[config.mk]
export PLATFORM = sky130hd
export DESIGN_NAME = spdl_ctrl
export DESIGN_NICKNAME = d
export VERILOG_FILES = /design/src/rtl/spdl_pkg.sv /design/src/rtl/spdl_ctrl.sv
export SDC_FILE = /design/constraint.sdc
export NUM_CORES = 1
export LEC_CHECK = 0
export BUFFER_PORTS_ARGS = -buffer_cell sky130_fd_sc_hd__buf_4
export CORE_MARGIN = 3
export CORE_UTILIZATION = 45
export CTS_CLUSTER_DIAMETER = 50
export DETAILED_ROUTE_END_ITERATION = 16
export PLACE_DENSITY_LB_ADDON = 0.2
export SYNTH_ARGS = -nofsm -noshare
export SYNTH_HDL_FRONTEND = slang
export SYNTH_SLANG_ARGS = --single-unit
[constraint.sdc]
create_clock -name aclk -period 1.77 [get_ports aclk]
set_input_delay 0.0885 -clock aclk [delete_from_list [all_inputs] [get_ports aclk]]
set_output_delay 0.0885 -clock aclk [all_outputs]
set_load 0.03 [all_outputs]
[src/rtl/spdl_pkg.sv]
`default_nettype none
// ----------------------------------------------------------------------------
// spdl_pkg
// Shared types, sizes and codes for the smoothed pointer delay line.
// ----------------------------------------------------------------------------
package spdl_pkg;

    localparam int SAMPLE_RATE = 128;
    localparam int QUEUE_DEPTH = 1024;

    localparam int PIX_W    = 12;
    localparam int FRAC_W   = 8;
    localparam int COORD_W  = PIX_W + FRAC_W;
    localparam int FPS_W    = 8;
    localparam int DEPTH_W  = 10;
    localparam int ALPHA_W  = 17;
    localparam int ADDR_W   = $clog2(QUEUE_DEPTH);
    localparam int CNT_W    = ADDR_W + 1;
    localparam int N_W      = $clog2(SAMPLE_RATE) + 1;
    localparam int DIVD_W   = COORD_W + N_W;
    localparam int DIVS_W   = FPS_W + 1;
    localparam int EMA_W    = COORD_W + ALPHA_W;
    localparam int CFG_IDX_W = 1;
    localparam int CFG_W    = ALPHA_W;

    localparam logic [ALPHA_W-1:0] Q_ONE = ALPHA_W'(65536);
    localparam logic [DEPTH_W-1:0] DEPTH_RESET = DEPTH_W'(128);
    localparam logic [ALPHA_W-1:0] ALPHA_RESET = ALPHA_W'(32768);

    localparam logic [CFG_IDX_W-1:0] CFG_DELAY_DEPTH = 1'b0;
    localparam logic [CFG_IDX_W-1:0] CFG_EMA_ALPHA   = 1'b1;

    localparam logic OP_PRESS = 1'b0;
    localparam logic OP_TICK  = 1'b1;

    typedef struct packed {
        logic [COORD_W-1:0] y;
        logic [COORD_W-1:0] x;
    } pt_t;

    typedef struct packed {
        logic               op;
        logic [PIX_W-1:0]   pos_x;
        logic [PIX_W-1:0]   pos_y;
        logic [FPS_W-1:0]   fps_average;
        logic               cursor_active;
    } in_item_t;

    typedef struct packed {
        logic [COORD_W-1:0] shadow_x;
        logic [COORD_W-1:0] shadow_y;
        logic               shadow_moved;
        logic               handled;
    } out_item_t;

    typedef struct packed {
        logic load_in;
        logic press;
        logic n_start;
        logic n_load;
        logic lmul;
        logic ldiv_start;
        logic lerp_load;
        logic ema_mul;
        logic ema_sum;
        logic push;
        logic full_wr;
        logic pop;
        logic pop_rd;
        logic pop_cap;
        logic fin;
    } cmd_t;

    typedef struct packed {
        logic op;
        logic active;
        logic div_done;
        logic q_zero;
        logic count_nz;
        logic count_full;
        logic last_i;
        logic need_pop;
    } stat_t;

endpackage
`default_nettype wire

[src/rtl/spdl_ctrl.sv]
`default_nettype none
// ----------------------------------------------------------------------------
// spdl_ctrl
// Sequencer for press, tick, per-point interpolation and trimming of the queue.
// ----------------------------------------------------------------------------
module spdl_ctrl import spdl_pkg::*; (
    input  wire logic  aclk,
    input  wire logic  aresetn,
    input  wire logic  s_valid,
    output logic       s_ready,
    output logic       m_valid,
    input  wire logic  m_ready,
    input  wire stat_t st,
    output cmd_t       cmd
);

    localparam logic [3:0] S_IDLE   = 4'd0;
    localparam logic [3:0] S_DECODE = 4'd1;
    localparam logic [3:0] S_NWAIT  = 4'd2;
    localparam logic [3:0] S_LMUL   = 4'd3;
    localparam logic [3:0] S_LDIV   = 4'd4;
    localparam logic [3:0] S_LWAIT  = 4'd5;
    localparam logic [3:0] S_EMUL   = 4'd6;
    localparam logic [3:0] S_ESUM   = 4'd7;
    localparam logic [3:0] S_PUSH   = 4'd8;
    localparam logic [3:0] S_FULLWR = 4'd9;
    localparam logic [3:0] S_POP    = 4'd10;
    localparam logic [3:0] S_POPRD  = 4'd11;
    localparam logic [3:0] S_POPCAP = 4'd12;
    localparam logic [3:0] S_FIN    = 4'd13;

    logic [3:0] state_reg, state_next;
    logic       m_valid_reg, m_valid_next;
    logic       out_free;

    assign out_free = !m_valid_reg || m_ready;
    assign s_ready  = (state_reg == S_IDLE);
    assign m_valid  = m_valid_reg;

    always_comb begin
        state_next   = state_reg;
        m_valid_next = m_valid_reg && !m_ready;
        cmd          = '0;
        unique case (state_reg)
            S_IDLE: begin
                if (s_valid) begin
                    cmd.load_in = 1'b1;
                    state_next  = S_DECODE;
                end
            end
            S_DECODE: begin
                if (st.op == OP_PRESS) begin
                    cmd.press  = 1'b1;
                    state_next = S_FIN;
                end else if (st.active) begin
                    cmd.n_start = 1'b1;
                    state_next  = S_NWAIT;
                end else begin
                    state_next = S_FIN;
                end
            end
            S_NWAIT: begin
                if (st.div_done) begin
                    cmd.n_load = 1'b1;
                    state_next = st.q_zero ? S_POP : S_LMUL;
                end
            end
            S_LMUL: begin
                cmd.lmul   = 1'b1;
                state_next = S_LDIV;
            end
            S_LDIV: begin
                cmd.ldiv_start = 1'b1;
                state_next     = S_LWAIT;
            end
            S_LWAIT: begin
                if (st.div_done) begin
                    cmd.lerp_load = 1'b1;
                    state_next    = st.count_nz ? S_EMUL : S_PUSH;
                end
            end
            S_EMUL: begin
                cmd.ema_mul = 1'b1;
                state_next  = S_ESUM;
            end
            S_ESUM: begin
                cmd.ema_sum = 1'b1;
                state_next  = S_PUSH;
            end
            S_PUSH: begin
                // a full queue reads the oldest item first, then overwrites it
                if (st.count_full) begin
                    state_next = S_FULLWR;
                end else begin
                    cmd.push   = 1'b1;
                    state_next = st.last_i ? S_POP : S_LMUL;
                end
            end
            S_FULLWR: begin
                cmd.full_wr = 1'b1;
                state_next  = st.last_i ? S_POP : S_LMUL;
            end
            S_POP: begin
                if (st.need_pop) begin
                    cmd.pop    = 1'b1;
                    state_next = S_POPRD;
                end else begin
                    state_next = S_FIN;
                end
            end
            S_POPRD: begin
                cmd.pop_rd = 1'b1;
                state_next = S_POPCAP;
            end
            S_POPCAP: begin
                cmd.pop_cap = 1'b1;
                state_next  = S_FIN;
            end
            S_FIN: begin
                if (out_free) begin
                    cmd.fin      = 1'b1;
                    m_valid_next = 1'b1;
                    state_next   = S_IDLE;
                end
            end
            default: begin
                state_next = S_IDLE;
            end
        endcase
    end

    always_ff @(posedge aclk) begin
        if (!aresetn) begin
            state_reg   <= S_IDLE;
            m_valid_reg <= 1'b0;
        end else begin
            state_reg   <= state_next;
            m_valid_reg <= m_valid_next;
        end
    end

    a_accept_leaves_idle: assert property (@(posedge aclk) disable iff (!aresetn)
        (s_valid && s_ready) |=> (state_reg == S_DECODE))
        else $error("accepted item did not start processing");

    a_fin_holds_when_blocked: assert property (@(posedge aclk) disable iff (!aresetn)
        (state_reg == S_FIN && m_valid_reg && !m_ready) |=> (state_reg == S_FIN))
        else $error("result finished while output register was occupied");

    a_lerp_next: assert property (@(posedge aclk) disable iff (!aresetn)
        (state_reg == S_LWAIT && st.div_done) |=>
            (state_reg == S_EMUL || state_reg == S_PUSH))
        else $error("interpolated point not forwarded");

    a_fin_sets_valid: assert property (@(posedge aclk) disable iff (!aresetn)
        cmd.fin |=> m_valid_reg)
        else $error("result loaded without valid");

endmodule
`default_nettype wire

==> impl_metrics.json, run 1 <==
{
  "max_slew_margin_pct": 77.6,
  "worst_ep_required_time_ns": 1.68,
  "drt_drc_violations_left": 0,
  "via_per_inst": 5.85,
  "layout-drive-gt1-share_pct": 42.3,
  "worst_slew_pin_slew_ns": 0.335,
  "io_buf_count": 28,
  "grt_util_all_layers_pct": 20.7,
  "die_width_um": 43.8,
  "max_clock_freq_mhz": 605,
  "dominant_synthesized_flop_cell": "sky130_fd_sc_hd__dfxtp_1",
  "post-synth-top-count-cell": "sky130_fd_sc_hd__nor2_1",
  "finalWirelength_um": 1860,
  "vdd_drop_max_mv": 0.705,
  "worst_clock_skew_ns": 0.00250,
  "final_worst_path_cycle_share_pct": 93.5,
  "post_synth.cell_area_avg_um2": 7.24,
  "cts_hold_buffers": 0,
  "largest_register_ffs": 4,
  "antenna_found_initial": 0,
  "p_leak_nw": 0.422,
  "synth_area_um2": 644,
  "wire_per_inst_um": 13.5,
  "dieArea_mm2": 0.00192,
  "max-cap-violations": 0,
  "drt.antenna.violating_nets": 0,
  "drt-initial-drc-count": 26,
  "placedCellCount": 134,
  "worst_setup_hold_path_clk_slew_ns": 0.05,
  "final_cells": 138,
  "routed-via-count": 807,
  "synth_top_cell_area_share_pct": 15.5,
  "setup.worst_path.end_class": "output port",
  "dp.final_hpwl_um": 1490,
  "syn_nets": 101,
  "cts-root-buf": "sky130_fd_sc_hd__clkbuf_4",
  "rows": 13,
  "power.total_mw": 1.20,
  "syn-instance-count": 89,
  "criticalPathCategory": "flip-flop to output port",
  "grt.overflow.total": 0,
  "coreArea_mm2": 0.00132,
  "cts.repair_timing.setup_buffer_count": 0,
  "pin_count": 29,
  "insertion_delay_ns": 0.24,
  "die_height_um": 43.8,
  "largest_stage_delay_on_the_critical_path_ns": 0.59,
  "grt_first_pass_wirelength_um": 3050,
  "cts_resized": 0,
  "yosys-top-cells-area": "sky130_fd_sc_hd__dfxtp_1 16%, sky130_fd_sc_hd__nor2_1 6.4%, sky130_fd_sc_hd__buf_2 4.7%, sky130_fd_sc_hd__nand2_1 4.1%, sky130_fd_sc_hd__nand2b_1 3.9%",
  "run_status": "finished, final reports clean",
  "initial_utilization_pct": 48.9,
  "hold_ws_ns": 0.106,
  "synth.yosys.seq_area_share_pct": 15.5,
  "clockBufferDepth": 2,
  "fraction_of_registers_with_async_set_reset_pct": 0,
  "worst_ep_arrival_time_ns": 1.57,
  "netlist-cell-type-count": 41,
  "drt_pass_1_iters": 4,
  "area_delta_synth_final_pct": 47.6,
  "postSynthRegisterBits": 5,
  "synth_largest_area_cell": "sky130_fd_sc_hd__dfxtp_1",
  "grt_setup_unrepaired": "false",
  "worst_hold_path_type": "primary input to flip-flop",
  "timing.final.setup_violations": 0,
  "grt_pass1_vias": 720,
  "ant_cells": 0,
  "post_synth_most_frequent_cells": "11 x sky130_fd_sc_hd__nor2_1, 7 x sky130_fd_sc_hd__nand2_1, 6 x sky130_fd_sc_hd__buf_2",
  "setup-tns-final_ns": 0,
  "synth_enable_flop_cells": 0,
  "clkSinkCount": 5,
  "synth.yosys.warnings": 0,
  "fin_crit_ns": 1.65,
  "finalHoldViolations": 0,
  "clock_tree_from_tritoncts": "done",
  "total_number_of_nets_in_the_final_design": 136,
  "finalMaxSlewViolations": 0,
  "cts-buffers-inserted": 3,
  "crit_path_max_fanout": 7,
  "setup_crit_start_kind": "flip-flop",
  "place_congestion": 0.790,
  "cell_chain_critical_path": "or4_1, inv_1, and2_1, buf_4",
  "power_per_cell_area_mw_per_mm2": 1260,
  "critPathSlowestCell": "sky130_fd_sc_hd__or4_1",
  "cts.htree.levels": 1,
  "pin_count_of_the_biggest_net_entering_global_routing": 14
}
[cell type report]
type	count	area, um2
tap	15	18.8
sequential	5	100
fill	108	367
timing repair buffer	39	293
multi-input combinational	73	505
inverter	2	7.51
clock buffer	4	26.3
[final timing paths]
| path | end | slack (ns) | cells past startpoint | from |
|---|---|---|---|---|
| max | cmd[14] | 0.12 | 4 | state_reg[1]$_SDFFE_PN0P_ |
| min | state_reg[1]$_SDFFE_PN0P_ | 0.11 | 2 | aresetn |
| max reg2reg | state_reg[0]$_SDFFE_PN0P_ | 0.16 | 4 | state_reg[2]$_SDFFE_PN0P_ |
| min reg2reg | m_valid$_SDFF_PN0_ | 0.54 | 2 | m_valid$_SDFF_PN0_ |
[critical path, delay by kind of cell, from the launching register on]
family,cells,cell delay (ns)
AND/OR/NAND/NOR,2,0.71
buffers and inverters,2,0.24
flip-flops,1,0.37
[through the flow]
step                worst slack (ns)  util (%)  area, um2
floorplan                      0.113         -        669
global placement               0.237      70.2        925
detailed placement             0.181      70.2        925
CTS                            0.114      72.2        951
global route                  0.0248      72.2        951
finish                         0.116      72.2        951
[cells by family (layout without fill, tap and decap cells)]
group,after synthesis,count (layout),synth area share [%]
AND/OR/NAND/NOR,48,48,41.6
buffers and inverters,11,45,9.90
AO/OA/AOI/OAI,24,24,31.3
flip-flops,5,5,15.5
multiplexers,1,1,1.75
[metal layers]
layer	GRT usage [%]	routed length (um)
met5	0	0
met4	6.02	0
met3	1.66	123
met2	37.8	942
met1	25.4	793
[power breakdown]
part / switching (mW) / total [mW] / internal [mW] / leakage, nW
registers: 0.0562 / 0.202 / 0.145 / 0.0410
clock network: 0.0488 / 0.134 / 0.0854 / 0.0150
logic: 0.492 / 0.862 / 0.370 / 0.366
[cells in the final DEF, fill, tap and decap left out, types with 3 or more instances in the layout]
cell type / Yosys / routed
sky130_fd_sc_hd__clkbuf_4: 0 / 3
sky130_fd_sc_hd__dfxtp_1: 5 / 5
sky130_fd_sc_hd__nor2b_1: 4 / 4
sky130_fd_sc_hd__a21boi_0: 3 / 3
sky130_fd_sc_hd__nand2b_1: 4 / 4
sky130_fd_sc_hd__nor4_2: 0 / 3
sky130_fd_sc_hd__nor2_1: 11 / 11
sky130_fd_sc_hd__nand2_1: 7 / 7
sky130_fd_sc_hd__buf_4: 0 / 39
sky130_fd_sc_hd__nor3_1: 5 / 5
(Power assumes the default switching activity.)
==> inputs of run 2 (changes only) <==
--- a/config.mk
+++ b/config.mk
@@ -6,10 +6,14 @@
 export NUM_CORES = 1
 export LEC_CHECK = 0
 export BUFFER_PORTS_ARGS = -buffer_cell sky130_fd_sc_hd__buf_4
+export CELL_PAD_IN_SITES_DETAIL_PLACEMENT = 0
+export CELL_PAD_IN_SITES_GLOBAL_PLACEMENT = 1
+export CORE_ASPECT_RATIO = 0.8
 export CORE_MARGIN = 3
-export CORE_UTILIZATION = 45
+export CORE_UTILIZATION = 31
 export CTS_CLUSTER_DIAMETER = 50
 export DETAILED_ROUTE_END_ITERATION = 16
+export GPL_TIMING_DRIVEN = 0
 export PLACE_DENSITY_LB_ADDON = 0.2
 export SYNTH_ARGS = -nofsm -noshare
 export SYNTH_HDL_FRONTEND = slang
==> impl_metrics.json, run 2 (same netlist as run 1, synthesis figures left out) <==
{
  "run_status": "finished, final reports clean",
  "post-route-worst-setup-slack_ns": 0.0920,
  "hold_ws_ns": 0.119,
  "setup_crit_start_kind": "flip-flop",
  "worst_setup_hold_path_clk_slew_ns": 0.04,
  "final_std_cell_area_no_fill_um2": 933,
  "commonest_non_fill_non_tap_cell_in_the_layout": "sky130_fd_sc_hd__buf_4",
  "largest_stage_delay_on_the_critical_path_ns": 0.41,
  "drt.antenna.violating_nets": 0,
  "place_congestion": 0.852,
  "worstReg2RegEnd": "state_reg[0]$_SDFFE_PN0P_",
  "power.total_mw": 1.17,
  "clock_tree_from_tritoncts": "done",
  "holdPathStages": 2,
  "clockBufferDepth": 2,
  "setup.worst_path.end_class": "output port",
  "cts-buffers-inserted": 3,
  "max-cap-violations": 0,
  "grt_first_pass_wirelength_um": 2950,
  "finalMaxSlewViolations": 0,
  "total_number_of_nets_in_the_final_design": 131,
  "worst_ep_required_time_ns": 1.68,
  "final_worst_path_cycle_share_pct": 94.8,
  "pin_count_of_the_biggest_net_entering_global_routing": 20,
  "layout-drive-gt1-share_pct": 39.8,
  "drt_pass_1_iters": 5,
  "crit_path_max_fanout": 10,
  "insertion_delay_ns": 0.24,
  "wire_per_inst_um": 13.0,
  "grt_util_all_layers_pct": 13.7,
  "routed-via-count": 770,
  "critical_path.n_buffers_inverters": 3,
  "grt_pass1_vias": 654,
  "cts.htree.levels": 1,
  "cts.repair_timing.setup_buffer_count": 0,
  "criticalPathCategory": "flip-flop to output port",
  "max_slew_margin_pct": 81.9,
  "multi_input_area_um2": 505,
  "cts_resized": 1,
  "initial_utilization_pct": 33.4,
  "p_leak_nw": 0.397,
  "worst_ep_arrival_time_ns": 1.59,
  "die_width_um": 57.0,
  "cts-root-buf": "sky130_fd_sc_hd__clkbuf_4",
  "area_delta_synth_final_pct": 44.9,
  "layout_common_cells": "28 x sky130_fd_sc_hd__buf_4, 11 x sky130_fd_sc_hd__nor2_1, 7 x sky130_fd_sc_hd__nand2_1",
  "clkSinkCount": 5,
  "reg2reg_from": "state_reg[2]$_SDFFE_PN0P_",
  "placed_cell_area_um2": 910,
  "worst_r2r_path_depth": 5,
  "fin_crit_ns": 1.68,
  "via_per_inst": 5.42,
  "die_height_um": 46.8,
  "max_clock_freq_mhz": 596,
  "hold_start": "aresetn",
  "cell_chain_critical_path": "buf_2, clkbuf_4, nand2b_1, nor4_2, buf_4",
  "ant_cells": 0,
  "worst_hold_path_type": "primary input to flip-flop",
  "rows": 14,
  "timing.hold.worst_endpoint": "state_reg[3]$_SDFFE_PN0P_",
  "worst_slew_pin_slew_ns": 0.269,
  "power_per_cell_area_mw_per_mm2": 1250,
  "coreArea_mm2": 0.00193,
  "drt-initial-drc-count": 13,
  "drt_drc_violations_left": 0,
  "io_buf_count": 28,
  "dp.final_hpwl_um": 1430,
  "vdd_drop_max_mv": 0.563,
  "timing.final.setup_violations": 0,
  "dieArea_mm2": 0.00267,
  "finalHoldViolations": 0,
  "finalWirelength_um": 1840,
  "final_core_utilization_pct": 48.4,
  "grt.overflow.total": 0,
  "antenna_found_initial": 0,
  "critPathSlowestCell": "sky130_fd_sc_hd__dfxtp_1",
  "preCtsSetupSlack_ns": 0.0922,
  "worst_clock_skew_ns": 0.00156,
  "cts_hold_buffers": 0,
  "reg2reg_setup_slack_ns": 0.18,
  "fillerInstances": 201,
  "pin_count": 29,
  "largest_register_ffs": 4,
  "cpLargestDelayFamily": "buffers and inverters",
  "layout.area.seq_um2": 100
}
run 2: changes by cell type in the layout (fill, tap and decap cells not counted):
cell | before | now
sky130_fd_sc_hd__clkbuf_4 | 3 | 5
sky130_fd_sc_hd__buf_6 | 0 | 3
sky130_fd_sc_hd__buf_2 | 0 | 1
sky130_fd_sc_hd__buf_4 | 39 | 28
run 2: report_power, final:
part	internal [mW]	switching, mW
Sequential	0.145	0.0319
Clock	0.0851	0.0446
Combinational	0.348	0.513
run 2: routing by layer:
layer,global-route usage [%],share of wire (%),wire (um),vias up
li1,-,-,-,390
met5,0,0,0,-
met4,1.39,0,0,0
met1,20.1,48,882,346
met2,23.0,45,824,34
met3,1.10,7.4,137,0
run 2: area by class of cell:
cell class	instances	area share (%)
flip-flops and latches	5	10.7
clock buffers	4	2.82
well taps	24	3.22
plain buffers	6	5.76
multi-input cells	73	54.2
repair buffers	28	22.5
inverters	2	0.804
run 2: how the worst max path moves through the flow:
| stage | cells past startpoint | startpoint | end |
|---|---|---|---|
| 2_1_floorplan | 5 | state_reg[0]$_SDFFE_PN0P_ | cmd[9] |
| 3_3_place_gp | 6 | state_reg[1]$_SDFFE_PN0P_ | cmd[11] |
| 3_5_place_dp | 6 | state_reg[1]$_SDFFE_PN0P_ | cmd[11] |
| 4_1_cts | 5 | state_reg[0]$_SDFFE_PN0P_ | cmd[12] |
| 5_1_grt | 6 | state_reg[3]$_SDFFE_PN0P_ | cmd[11] |
| 6_report | 5 | state_reg[3]$_SDFFE_PN0P_ | cmd[5] |
run 2: through the flow:
stage / TNS [ns] / cells
after floorplan: 0 / 89
after global placement: 0 / 141
after detailed placement: 0 / 141
after CTS: 0 / 142
after global routing: -0.00158 / 142
final: 0 / 142
==> inputs of run 3 (changes only) <==
--- a/config.mk
+++ b/config.mk
@@ -8,7 +8,6 @@
 export BUFFER_PORTS_ARGS = -buffer_cell sky130_fd_sc_hd__buf_4
 export CELL_PAD_IN_SITES_DETAIL_PLACEMENT = 0
 export CELL_PAD_IN_SITES_GLOBAL_PLACEMENT = 1
-export CORE_ASPECT_RATIO = 0.8
 export CORE_MARGIN = 3
 export CORE_UTILIZATION = 31
 export CTS_CLUSTER_DIAMETER = 50
==> impl_metrics.json, run 3 (same netlist as run 1, synthesis figures left out) <==
{
  "finalHoldViolations": 0,
  "hold_ws_ns": 0.111,
  "max_slew_margin_pct": 83.0,
  "worst_clock_skew_ns": 0.00289,
  "rows": 15,
  "crit_path_max_fanout": 19,
  "fin_crit_ns": 1.62,
  "via_per_inst": 5.31,
  "worst_hold_path_type": "primary input to flip-flop",
  "grt_pass1_vias": 768,
  "io_buf_count": 28,
  "cts-root-buf": "sky130_fd_sc_hd__clkbuf_4",
  "drt_drc_violations_left": 0,
  "dieArea_mm2": 0.00266,
  "worst_slew_pin_slew_ns": 0.253,
  "initial_utilization_pct": 35.0,
  "clock_tree_from_tritoncts": "done",
  "place_congestion": 0.821,
  "ant_cells": 0,
  "total_number_of_nets_in_the_final_design": 131,
  "layout-drive-gt1-share_pct": 41.5,
  "vdd_drop_max_mv": 0.618,
  "max_clock_freq_mhz": 617,
  "cts-buffers-inserted": 3,
  "layout_common_cells": "30 x sky130_fd_sc_hd__buf_4, 11 x sky130_fd_sc_hd__nor2_1, 7 x sky130_fd_sc_hd__nand2_1, 5 x sky130_fd_sc_hd__clkbuf_4",
  "timing.final.setup_violations": 0,
  "drt-initial-drc-count": 17,
  "final_worst_path_cycle_share_pct": 91.5,
  "grt_setup_unrepaired": "false",
  "criticalPathCategory": "flip-flop to output port",
  "grt_first_pass_wirelength_um": 3150,
  "max-cap-violations": 0,
  "die_height_um": 51.6,
  "run_status": "finished, final reports clean",
  "cts.repair_timing.setup_buffer_count": 0,
  "wire_per_inst_um": 12.6,
  "worst_ep_required_time_ns": 1.68,
  "drt.antenna.violating_nets": 0,
  "die_width_um": 51.6,
  "worst_setup_hold_path_clk_slew_ns": 0.04,
  "pin_count_of_the_biggest_net_entering_global_routing": 20,
  "power_per_cell_area_mw_per_mm2": 1240,
  "setup.worst_path.end_class": "output port",
  "worst_ep_arrival_time_ns": 1.53,
  "finalMaxSlewViolations": 0,
  "clockBufferDepth": 2,
  "placedCellCount": 142,
  "dp.final_hpwl_um": 1460,
  "cts_hold_buffers": 0,
  "insertion_delay_ns": 0.24,
  "largest_register_ffs": 4,
  "antenna_found_initial": 0,
  "finalWirelength_um": 1800,
  "grt_util_all_layers_pct": 14.8,
  "p_leak_nw": 0.400,
  "area_delta_synth_final_pct": 45.8,
  "grt.overflow.total": 0,
  "routed-via-count": 760,
  "setup-tns-final_ns": 0,
  "coreArea_mm2": 0.00184,
  "cts.htree.levels": 1,
  "drt_pass_1_iters": 4,
  "pin_count": 29,
  "power.total_mw": 1.16,
  "final_cells": 143,
  "clkSinkCount": 5,
  "commonest_non_fill_non_tap_cell_in_the_layout": "sky130_fd_sc_hd__buf_4",
  "setup_crit_start_kind": "flip-flop"
}
run 3: cell counts in the layout (fill, tap and decap cells not counted):
Identical to the previous run, type by type.
run 3: final cells by class:
type / count / area [um2]
Fill cell: 210 / 900
Multi-Input combinational cell: 73 / 510
Timing Repair Buffer: 28 / 210
Sequential cell: 5 / 101
Buffer: 6 / 52.6
Tap cell: 25 / 31.3
Clock buffer: 4 / 26.3
Inverter: 2 / 7.51
run 3: routing by layer:
layer	up-vias	share of wire [%]	GRT usage, %
li1	389	-	-
met1	341	47	17.3
met2	30	46	26.9
met3	0	7.2	5.44
met4	0	0	0.437
met5	-	0	0
run 3: worst max-delay path, stage by stage, from the launching register on:
cell	delay, ns
sky130_fd_sc_hd__dfxtp_1	0.32
sky130_fd_sc_hd__buf_6	0.13
sky130_fd_sc_hd__buf_4	0.23
sky130_fd_sc_hd__nand2b_1	0.17
sky130_fd_sc_hd__nor4_2	0.25
sky130_fd_sc_hd__buf_4	0.20
run 3: worst paths after layout:
| path | startpoint | to | slack, ns | depth (start not counted) |
|---|---|---|---|---|
| worst min-delay path | aresetn | state_reg[1]$_SDFFE_PN0P_ | 0.11 | 2 |
| worst max-delay path | state_reg[0]$_SDFFE_PN0P_ | cmd[12] | 0.15 | 5 |
| worst max register to register | state_reg[2]$_SDFFE_PN0P_ | state_reg[0]$_SDFFE_PN0P_ | 0.24 | 5 |
| worst min register to register | m_valid$_SDFF_PN0_ | m_valid$_SDFF_PN0_ | 0.53 | 2 |
run 3: report_power, final:
| part | total, mW | switching (mW) | internal (mW) | leakage (nW) |
|---|---|---|---|---|
| Sequential | 0.179 | 0.0320 | 0.147 | 0.0414 |
| Clock | 0.129 | 0.0442 | 0.0851 | 0.0150 |
| Combinational | 0.856 | 0.506 | 0.350 | 0.343 |
| Total | 1.16 | 0.583 | 0.582 | 0.400 |
run 3: timing repair:
action	CTS	global route
setup endpoints to repair	5	7
endpoints found under the hold margin	0	0
resized for setup	1	6
gates cloned	0	0
run 3: stage by stage:
| stage | setup slack (ns) | utilization [%] | area [um2] |
|---|---|---|---|
| after global routing | 0.0366 | 51.1 | 940 |
| final | 0.150 | 51.1 | 940 |
| after global placement | 0.121 | 49.5 | 911 |
| after CTS | 0.0108 | 50.3 | 926 |
| after floorplan | 0.113 | - | 669 |
| after detailed placement | 0.0949 | 49.5 | 911 |
